--- src/hdl/tpd_pkg.sv ---
`default_nettype none
package tpd_pkg;

  localparam int COORD_BITS = 12;
  localparam int WIDTH_BITS = 4;
  localparam int MAX_RES    = 3;

  localparam logic [1:0] KIND_CONTACT = 2'd0;
  localparam logic [1:0] KIND_NONE    = 2'd1;
  localparam logic [1:0] KIND_FRAME   = 2'd2;

  typedef struct packed {
    logic       mode;
    logic [7:0] byte0;
    logic [7:0] byte1;
    logic [7:0] byte2;
    logic [7:0] byte3;
    logic [7:0] byte4;
    logic [7:0] byte5;
  } in_t;

  typedef struct packed {
    logic [1:0]            kind;
    logic [COORD_BITS-1:0] pos_x;
    logic [COORD_BITS-1:0] pos_y;
    logic [WIDTH_BITS-1:0] touch_width;
    logic                  left_state;
    logic                  right_state;
    logic                  left_changed;
    logic                  right_changed;
    logic                  last;
  } out_t;

  // tracking state kept between packets
  typedef struct packed {
    logic [1:0]                  tracked;
    logic [1:0][COORD_BITS-1:0]  fx;
    logic [1:0][COORD_BITS-1:0]  fy;
    logic [1:0]                  known;
    logic                        left_held;
    logic                        right_held;
  } track_t;

endpackage
`default_nettype wire

--- src/hdl/tpd_decode.sv ---
`default_nettype none
module tpd_decode (
  input  var tpd_pkg::in_t                 item,
  input  var tpd_pkg::track_t              st,
  input  wire [tpd_pkg::COORD_BITS-1:0]    y_max,
  output tpd_pkg::track_t                  st_nxt,
  output tpd_pkg::out_t [2:0]              res,
  output logic [1:0]                       res_cnt
);

  logic [1:0]                     fingers;
  logic [tpd_pkg::COORD_BITS-1:0] x;
  logic [tpd_pkg::COORD_BITS-1:0] raw_y;
  logic [tpd_pkg::COORD_BITS-1:0] y;
  logic [tpd_pkg::WIDTH_BITS-1:0] wid;
  logic                           slot;
  logic                           emit;
  logic [1:0]                     n;

  assign fingers = item.byte0[7:6];
  assign x       = {item.byte1[3:0], item.byte2};
  assign raw_y   = {item.byte4[3:0], item.byte5};
  assign y       = (raw_y > y_max) ? '0 : (y_max - raw_y);
  assign wid     = {item.byte0[5:4], item.byte3[5:4]};
  assign slot    = (item.byte0[3:2] == 2'b01) ? 1'b0 : 1'b1;

  always_comb begin
    st_nxt = st;
    res    = '0;
    n      = 2'd0;
    emit   = 1'b0;
    if (item.mode) begin
      if (st.tracked != 2'd0) begin
        st_nxt.tracked = 2'd0;
        res[0].kind    = tpd_pkg::KIND_NONE;
        n              = 2'd1;
      end
      if (st.tracked != 2'd0 || st.left_held || st.right_held) begin
        res[n].kind          = tpd_pkg::KIND_FRAME;
        res[n].left_changed  = st.left_held;
        res[n].right_changed = st.right_held;
        n                    = n + 2'd1;
      end
      st_nxt.left_held  = 1'b0;
      st_nxt.right_held = 1'b0;
    end else begin
      case (fingers)
        2'd0: begin
          st_nxt.tracked = 2'd0;
          emit           = 1'b1;
        end
        2'd1: begin
          st_nxt.tracked  = 2'd1;
          st_nxt.fx[0]    = x;
          st_nxt.fy[0]    = y;
          st_nxt.known[0] = 1'b1;
          emit            = 1'b1;
        end
        2'd2: begin
          if (st.tracked != 2'd2) begin
            st_nxt.tracked = 2'd2;
            st_nxt.known   = 2'b00;
          end
          st_nxt.fx[slot]    = x;
          st_nxt.fy[slot]    = y;
          st_nxt.known[slot] = 1'b1;
          emit               = (st_nxt.known == 2'b11);
        end
        default: begin
          // three fingers: dropped, state untouched
          emit = 1'b0;
        end
      endcase

      if (emit) begin
        if (st_nxt.tracked != 2'd0) begin
          res[0].kind        = tpd_pkg::KIND_CONTACT;
          res[0].pos_x       = st_nxt.fx[0];
          res[0].pos_y       = st_nxt.fy[0];
          res[0].touch_width = wid;
          n                  = 2'd1;
          if (st_nxt.tracked == 2'd2) begin
            res[1].kind        = tpd_pkg::KIND_CONTACT;
            res[1].pos_x       = st_nxt.fx[1];
            res[1].pos_y       = st_nxt.fy[1];
            res[1].touch_width = wid;
            n                  = 2'd2;
          end
        end else if (st.tracked != 2'd0) begin
          res[0].kind = tpd_pkg::KIND_NONE;
          n           = 2'd1;
        end
        res[n].kind          = tpd_pkg::KIND_FRAME;
        res[n].left_state    = item.byte0[0];
        res[n].right_state   = item.byte0[1];
        res[n].left_changed  = item.byte0[0] ^ st.left_held;
        res[n].right_changed = item.byte0[1] ^ st.right_held;
        st_nxt.left_held     = item.byte0[0];
        st_nxt.right_held    = item.byte0[1];
        n                    = n + 2'd1;
      end
    end
    if (n != 2'd0) begin
      res[n - 2'd1].last = 1'b1;
    end
    res_cnt = n;
  end

endmodule
`default_nettype wire

--- src/hdl/touchpad_v2_packet_decoder.sv ---
// The first result of an item is offered in the cycle after its transfer.
// An item yields 0..3 results, offered one per cycle from the result buffer while
// out_stall is low; the next item transfers in the cycle the previous item's last
// result leaves, or at once when no results are held.
// Reset: synchronous, active-low rst_n; clears tracking, buttons, buffer; y_max = 4095.
`default_nettype none
module touchpad_v2_packet_decoder (
  input  wire                           clk,
  input  wire                           rst_n,
  // packet / release items
  input  wire                           in_valid,
  output logic                          in_stall,
  input  var tpd_pkg::in_t              in_data,
  // decoded results
  output logic                          out_valid,
  input  wire                           out_stall,
  output tpd_pkg::out_t                 out_data,
  // y_max register
  input  wire                           cfg_valid,
  output logic                          cfg_ready,
  input  wire [tpd_pkg::COORD_BITS-1:0] cfg_data
);

  tpd_pkg::track_t                track_r, track_nxt;
  tpd_pkg::out_t [2:0]            res_r, res_nxt;
  logic [1:0]                     cnt_r;     // results held for current item
  logic [1:0]                     idx_r;     // next result to offer
  logic [1:0]                     dec_cnt;
  logic [tpd_pkg::COORD_BITS-1:0] y_max_r;

  logic in_xfer;
  logic out_xfer;
  logic drain_done;

  // Decode works straight off the input payload; results land in res_r.
  tpd_decode u_dec (
    .item    (in_data),
    .st      (track_r),
    .y_max   (y_max_r),
    .st_nxt  (track_nxt),
    .res     (res_nxt),
    .res_cnt (dec_cnt)
  );

  assign out_valid  = (cnt_r != 2'd0);
  assign out_data   = res_r[idx_r];
  assign out_xfer   = out_valid && !out_stall;
  // buffer frees up as the final result transfers
  assign drain_done = out_xfer && (idx_r == cnt_r - 2'd1);
  assign in_stall   = out_valid && !drain_done;
  assign in_xfer    = in_valid && !in_stall;
  assign cfg_ready  = 1'b1;

  always_ff @(posedge clk) begin
    if (!rst_n) begin
      track_r <= '0;
      cnt_r   <= 2'd0;
      idx_r   <= 2'd0;
      y_max_r <= '1;
    end else begin
      if (cfg_valid) begin
        y_max_r <= cfg_data;
      end
      if (in_xfer) begin
        track_r <= track_nxt;
        cnt_r   <= dec_cnt;
        idx_r   <= 2'd0;
      end else if (drain_done) begin
        cnt_r <= 2'd0;
        idx_r <= 2'd0;
      end else if (out_xfer) begin
        idx_r <= idx_r + 2'd1;
      end
    end
  end

  // payload needs no reset
  always_ff @(posedge clk) begin
    if (in_xfer) begin
      res_r <= res_nxt;
    end
  end

endmodule
`default_nettype wire
--- config.mk ---
export PLATFORM = sky130hd
export DESIGN_NAME = touchpad_v2_packet_decoder
export DESIGN_NICKNAME = d
export VERILOG_FILES = /design/src/hdl/tpd_pkg.sv /design/src/hdl/tpd_decode.sv /design/src/hdl/touchpad_v2_packet_decoder.sv
export SDC_FILE = /design/constraint.sdc
export NUM_CORES = 1
export LEC_CHECK = 0
export BUFFER_PORTS_ARGS = -buffer_cell sky130_fd_sc_hd__buf_4
export CORE_ASPECT_RATIO = 1.4
export CORE_MARGIN = 1
export CORE_UTILIZATION = 40
export CTS_CLUSTER_DIAMETER = 80
export CTS_CLUSTER_SIZE = 12
export DETAILED_ROUTE_END_ITERATION = 7
export PLACE_DENSITY = 0.65
export SLEW_MARGIN = 20
export SYNTH_ARGS = -nofsm -noshare
export SYNTH_HDL_FRONTEND = slang
export SYNTH_SLANG_ARGS = --single-unit
--- constraint.sdc ---
create_clock -name clk -period 11 [get_ports clk]
set_clock_uncertainty 0.15 [all_clocks]
set_input_delay 2.2 -clock clk [delete_from_list [all_inputs] [get_ports clk]]
set_output_delay 2.2 -clock clk [all_outputs]
set_load 0.03 [all_outputs]
# After elaboration in Yosys (flattened, before gate mapping)
# Cells that the tools add are included.
dict set report totals {
  reg_bits 175
  latch_bits 0
  ram_bits 0
  romBits 0
  input_bits 66
  out_inout_bits 38
  wordCells 175
  memories 0
}
dict set report classes {
  add_sub_neg 6
  mul 0
  div 0
  magnitude_cmp 10
  eq_ne 8
  n_shift 0
  mux 79
  bitwise_logic 5
  n_reduce_logical 28
}
# operator count
set ops {}
lappend ops {{105-bit bitwise mux} 9}
lappend ops {{35-bit demux with 2-bit select} 9}
lappend ops {{105-bit 2-to-1 mux} 4}
lappend ops {{28-bit 2-to-1 mux} 4}
lappend ops {{35-bit 2-to-1 mux} 3}
lappend ops {{30-bit 2-to-1 mux} 3}
lappend ops {{35-bit binary-select mux with 2-bit select} 1}
lappend ops {{24-bit bitwise mux} 2}
lappend ops {{12-bit 2-to-1 mux} 4}
lappend ops {{2-bit 2-to-1 mux} 24}
lappend ops {{12-bit one-hot mux with 2 select lines} 2}
lappend ops {{2-bit nonzero test} 7}
lappend ops {{12-bit demux with 1-bit select} 1}
lappend ops {{12-bit > comparator} 1}
lappend ops {{2-bit by 3-bit < comparator with 1-bit output, second input constant} 4}
lappend ops {{12-bit subtractor} 1}
lappend ops {{1-bit logical AND} 8}
lappend ops {{2-bit by 1-bit adder with 2-bit output, second input constant} 3}
lappend ops {{2-bit == test, second input constant} 3}
lappend ops {{2-bit by 1-bit greater-or-equal comparator with 1-bit output, second input constant} 3}
lappend ops {{3-bit 2-to-1 mux} 2}
lappend ops {{2-bit one-hot mux with 3 select lines} 1}
lappend ops {{2-bit AND reduction} 3}
lappend ops {{3-bit AND reduction} 2}
lappend ops {{other kinds (20)} 32}

# Logic depth before layout (Yosys ltp)
dict set report depth {
  depth_word 25
  depth_mapped 11
  depth_no_buf 10
}

# Hierarchy
# Synthesis repeated with hierarchy kept, for this count alone.
dict set report hier_totals {
  cells_unflattened 1032
  hier_area_um2 9520.4
}
# mod instances cells_per_inst area_per_inst_um2 seq_area_each_um2
set by_module_without_submodules {}
lappend by_module_without_submodules {touchpad_v2_packet_decoder 1 527 6656.4 4554.4}
lappend by_module_without_submodules {tpd_decode 1 505 2864.0 0.0}

# Worst setup path before layout
# No wires, ideal clock.
dict set report synth_timing {
  path_kind {in2reg}
  from {input port out_stall}
  to {register track_r[52] (netlist bit)}
  setup_time_ns 0.120
  arrival_ns 5.028
  t_required_ns 10.730
  slack_ns 5.703
  cell_stages 6
  path_buffers 0
  path_cell_list {o31a_1 nand2b_4 inv_1 o21ai_0 a22oi_1 nor2b_1}
}
dict set report synth_via {
  elab_chain_cells 8
}
# item line_no
set synth_rtl {}
lappend synth_rtl {{start: declaration} touchpad_v2_packet_decoder.sv:16} ;# input wire out_stall,
lappend synth_rtl {{1-bit logical NOT} touchpad_v2_packet_decoder.sv:47} ;# assign out_xfer = out_valid && !out_stall;
lappend synth_rtl {{1-bit logical AND} touchpad_v2_packet_decoder.sv:47}
lappend synth_rtl {{1-bit logical AND} touchpad_v2_packet_decoder.sv:49} ;# assign drain_done = out_xfer && (idx_r == cnt_r - 2'd1);
lappend synth_rtl {{1-bit logical NOT} touchpad_v2_packet_decoder.sv:50} ;# assign in_stall = out_valid && !drain_done;
lappend synth_rtl {{1-bit logical AND} touchpad_v2_packet_decoder.sv:50}
lappend synth_rtl {{1-bit logical NOT} touchpad_v2_packet_decoder.sv:51} ;# assign in_xfer = in_valid && !in_stall;
lappend synth_rtl {{1-bit logical AND} touchpad_v2_packet_decoder.sv:51}
lappend synth_rtl {{net in_xfer} touchpad_v2_packet_decoder.sv:31} ;# logic in_xfer;
lappend synth_rtl {{2-bit AND reduction (no source line)} -}
lappend synth_rtl {{end signal: assignment} touchpad_v2_packet_decoder.sv:65} ;# track_r <= track_nxt;
lappend synth_rtl {{end: declaration} touchpad_v2_packet_decoder.sv:24} ;# tpd_pkg::track_t track_r, track_nxt;
# The timed path passes the listed nets, and every way through them passes these cells.
# A chain may end at the register's enable or synchronous reset.

# Final worst setup path
dict set report layout_timing {
  from {input port out_stall}
  to {output port in_stall}
}
dict set report layout_via {
  elab_chain_cells 5
}
# item line_no
set layout_rtl {}
lappend layout_rtl {{1-bit logical NOT} touchpad_v2_packet_decoder.sv:47}
lappend layout_rtl {{1-bit logical AND} touchpad_v2_packet_decoder.sv:47}
lappend layout_rtl {{1-bit logical AND} touchpad_v2_packet_decoder.sv:49}
lappend layout_rtl {{1-bit logical NOT} touchpad_v2_packet_decoder.sv:50}
lappend layout_rtl {{1-bit logical AND} touchpad_v2_packet_decoder.sv:50}
lappend layout_rtl {{end: declaration} touchpad_v2_packet_decoder.sv:12} ;# output logic in_stall,
# Every way passes these cells.

==> out/metrics.yaml <==
grt:
  grt_pass1_wl_mm: 27.09
  grtUsageTotal_pct: 18.79
  grt_pass1_vias: 5377
  grt_max_degree: 73
  antenna_found_initial: 0
  overflow: 0
place:
  postPlaceCellArea_um2: 8119
  place_ws_ns: 5.662
  numPortBuffers: 88
  placedCellCount: 1053
  gp_congestion: 0.8259
  dpl.hpwl_mm: 10.73
timing:
  hold_violations: 0
  tns_ns: 0
  min_period_over_period_pct: 47.41
  rsz0062_at_grt: "false"
  slew_headroom_pct: 25.19
  fin_crit_ns: 5.215
  worst_slew_pin_slew_ns: 1.122
  holdWs_ns: 0.3076
  clock.fmax_mhz: 191.8
  slew_viol_final: 0
  setup_viol: 0
  fin_ws_ns: 5.785
power_and_ir_drop:
  seqPwrFrac_pct: 43.9
  power.density_nw_per_um2: 158.2
  clockPowerShare_pct: 41.3
  power.leakage_nw: 3.201
  power.share.combinational_pct: 14.8
  total_power_mw: 1.377
  swShare_pct: 26.21
  power_switching_mw: 0.3610
  irDropWorstVdd_v: 0.00007455
  internal-power_mw: 1.016
clock_tree:
  htreeDepth: 4
  clock_latency_ns: 0.42
  postCtsHoldBufs: 0
  postCtsSetupBuffers: 0
  numCtsBuffers: 17
  cts_tree: "done"
  clockRootBuffer: "clkbuf_16"
  cts_resized: 0
  clkSlewWorstSetupHoldPaths_ns: 0.06
  clockBufferDepth: 2
  cts_sinks: 145
synth:
  synth_warnings: 0
  yosysTopAreaCellShare_pct: 30.79
  yosysTopAreaCell: "edfxtp_1"
  synthesis.nets: 857
  synth_most_common_cell: "nand2_1"
  synthDistinctLibCells: 56
  synth_edf_count: 75
  synth_common_cells: "nand2_1, nor2_1, edfxtp_1, dfxtp_1, a22oi_1"
  syn-instance-count: 770
  ys_ff_latch: 145
  synthTopCellsByArea: "edfxtp_1, dfxtp_1, mux2i_1, nand2_1, a22oi_1"
  avgSynthCellArea_um2: 9.501
  synth-seq-area-share_pct: 49.94
  synth_ff_type: "edfxtp_1"
  async_flop_share_pct: 0
  netlist_area_um2: 7316
cells_and_area:
  final_core_util_pct: 48.58
  drive_gt1_share_pct: 16.57
  layoutNonFillerInstCount: 1085
  diodes: 0
  area_growth_syn_to_layout_pct: 19.02
  nets: 919
  final_area_um2: 8707
die:
  die_height_um: 162.0
  start_util_pct: 40.81
  dieArea_um2: 18840
  die_w_um: 116.3
  core.rowCount: 58
  pin_count: 104
  core_area_um2: 17920
worst_hold_path:
  hold_depth: 2
  min_path_type: "reg2reg"
setup_path:
  start_kind: "input port"
  crit_arrival_ns: 2.86
  reg2reg_depth: 7
  cp_max_fo: 5
  crit_path_end_kind: "primary output"
  worstPathRequired_ns: 8.65
  worstSetupPathType: "in2out"
flow_run:
  drv_cap: 0
routing:
  antenna_left: 0
  drtIter0Drc: 423
  via_count: 5649
  wl_mm: 16.74
  wl_per_cell_um: 15.43
  dr.pass1.iters: 4
  drt-vias-per-instance: 5.206
  post-route-drc-count: 0
run_status:
  status: "completed"
-- power groups by stage --
stage	registers [mW]	logic [mW]	clock network, mW
6_report	0.605	0.204	0.568
5_1_grt	0.607	0.225	0.603
4_1_cts	0.605	0.206	0.579
3_5_place_dp	0.617	0.205	0
3_3_place_gp	0.616	0.203	0
2_1_floorplan	0.615	0.137	0
-- cells by family (layout without fill, tap and decap cells) --
kind of cell,count (synthesis),count (layout),synth area share [%]
xor+xnor,14,14,1.676
flops,145,145,49.94
buf+inv,85,160,4.532
other cells,1,1,0.05126
compound gates,169,169,15.55
mux,46,46,6.311
fa+ha+maj,21,21,3.694
simple gates,289,289,18.25
-- worst max-delay path: stages --
cell,delay (ns)
buf_4,0.11
o31a_1,0.36
buf_4,0.19
-- sequential cells by signal, indices dropped and copies added, names as in the netlist --
name	flops
cnt_r	2
idx_r	2
res_r	75
track_r	54
y_max_r	12
-- worst paths after layout --
kind	slack [ns]	end	startpoint
setup / recovery	5.79	in_stall	out_stall
setup reg to reg	7.51	track_r[11]	idx_r[0]
hold reg to reg	0.31	track_r[50]	track_r[50]
hold / removal	0.31	track_r[50]	track_r[50]
-- placed cells by master (no fill, tap or decap), types with 4 or more instances in the layout --
cell       Yosys  layout
clkbuf_16      0      17
nor2b_1       39      39
a21oi_1       42      42
nand2b_1       5       4
o22ai_1        6       6
a211oi_1       7       7
mux2i_1       45      45
nor3b_1        4       4
dfxtp_1       70      68
xnor2_1       11      11
o211ai_1       5       5
nor3_1        12      12
nand2_1      110     110
ha_1          20      20
buf_4          1      93
inv_1         35      34
a21boi_0      17      17
o21ai_0       15      15
nand3_1        6       6
a22oi_1       51      51
and2_1         6       6
nor2_1        88      88
edfxtp_1      75      75
a21o_1         4       4
-- per-layer routing --
layer | global-route usage (%) | wire length (µm)
met1 | 22.20 | 7086
met2 | 33.54 | 8818
met3 | 4.067 | 655
met4 | 5.478 | 182
met5 | 0 | 0
-- cell type report --
class	instances	area (µm²)
sequential	145	3656
inverter	35	131.4
clock inverter	13	135.1
timing repair buffer	93	698.2
clock buffer	19	452.9
fill	1696	9218
tap	240	300.3
multi-input combinational	540	3333
Power figures use the tool's default switching activity.
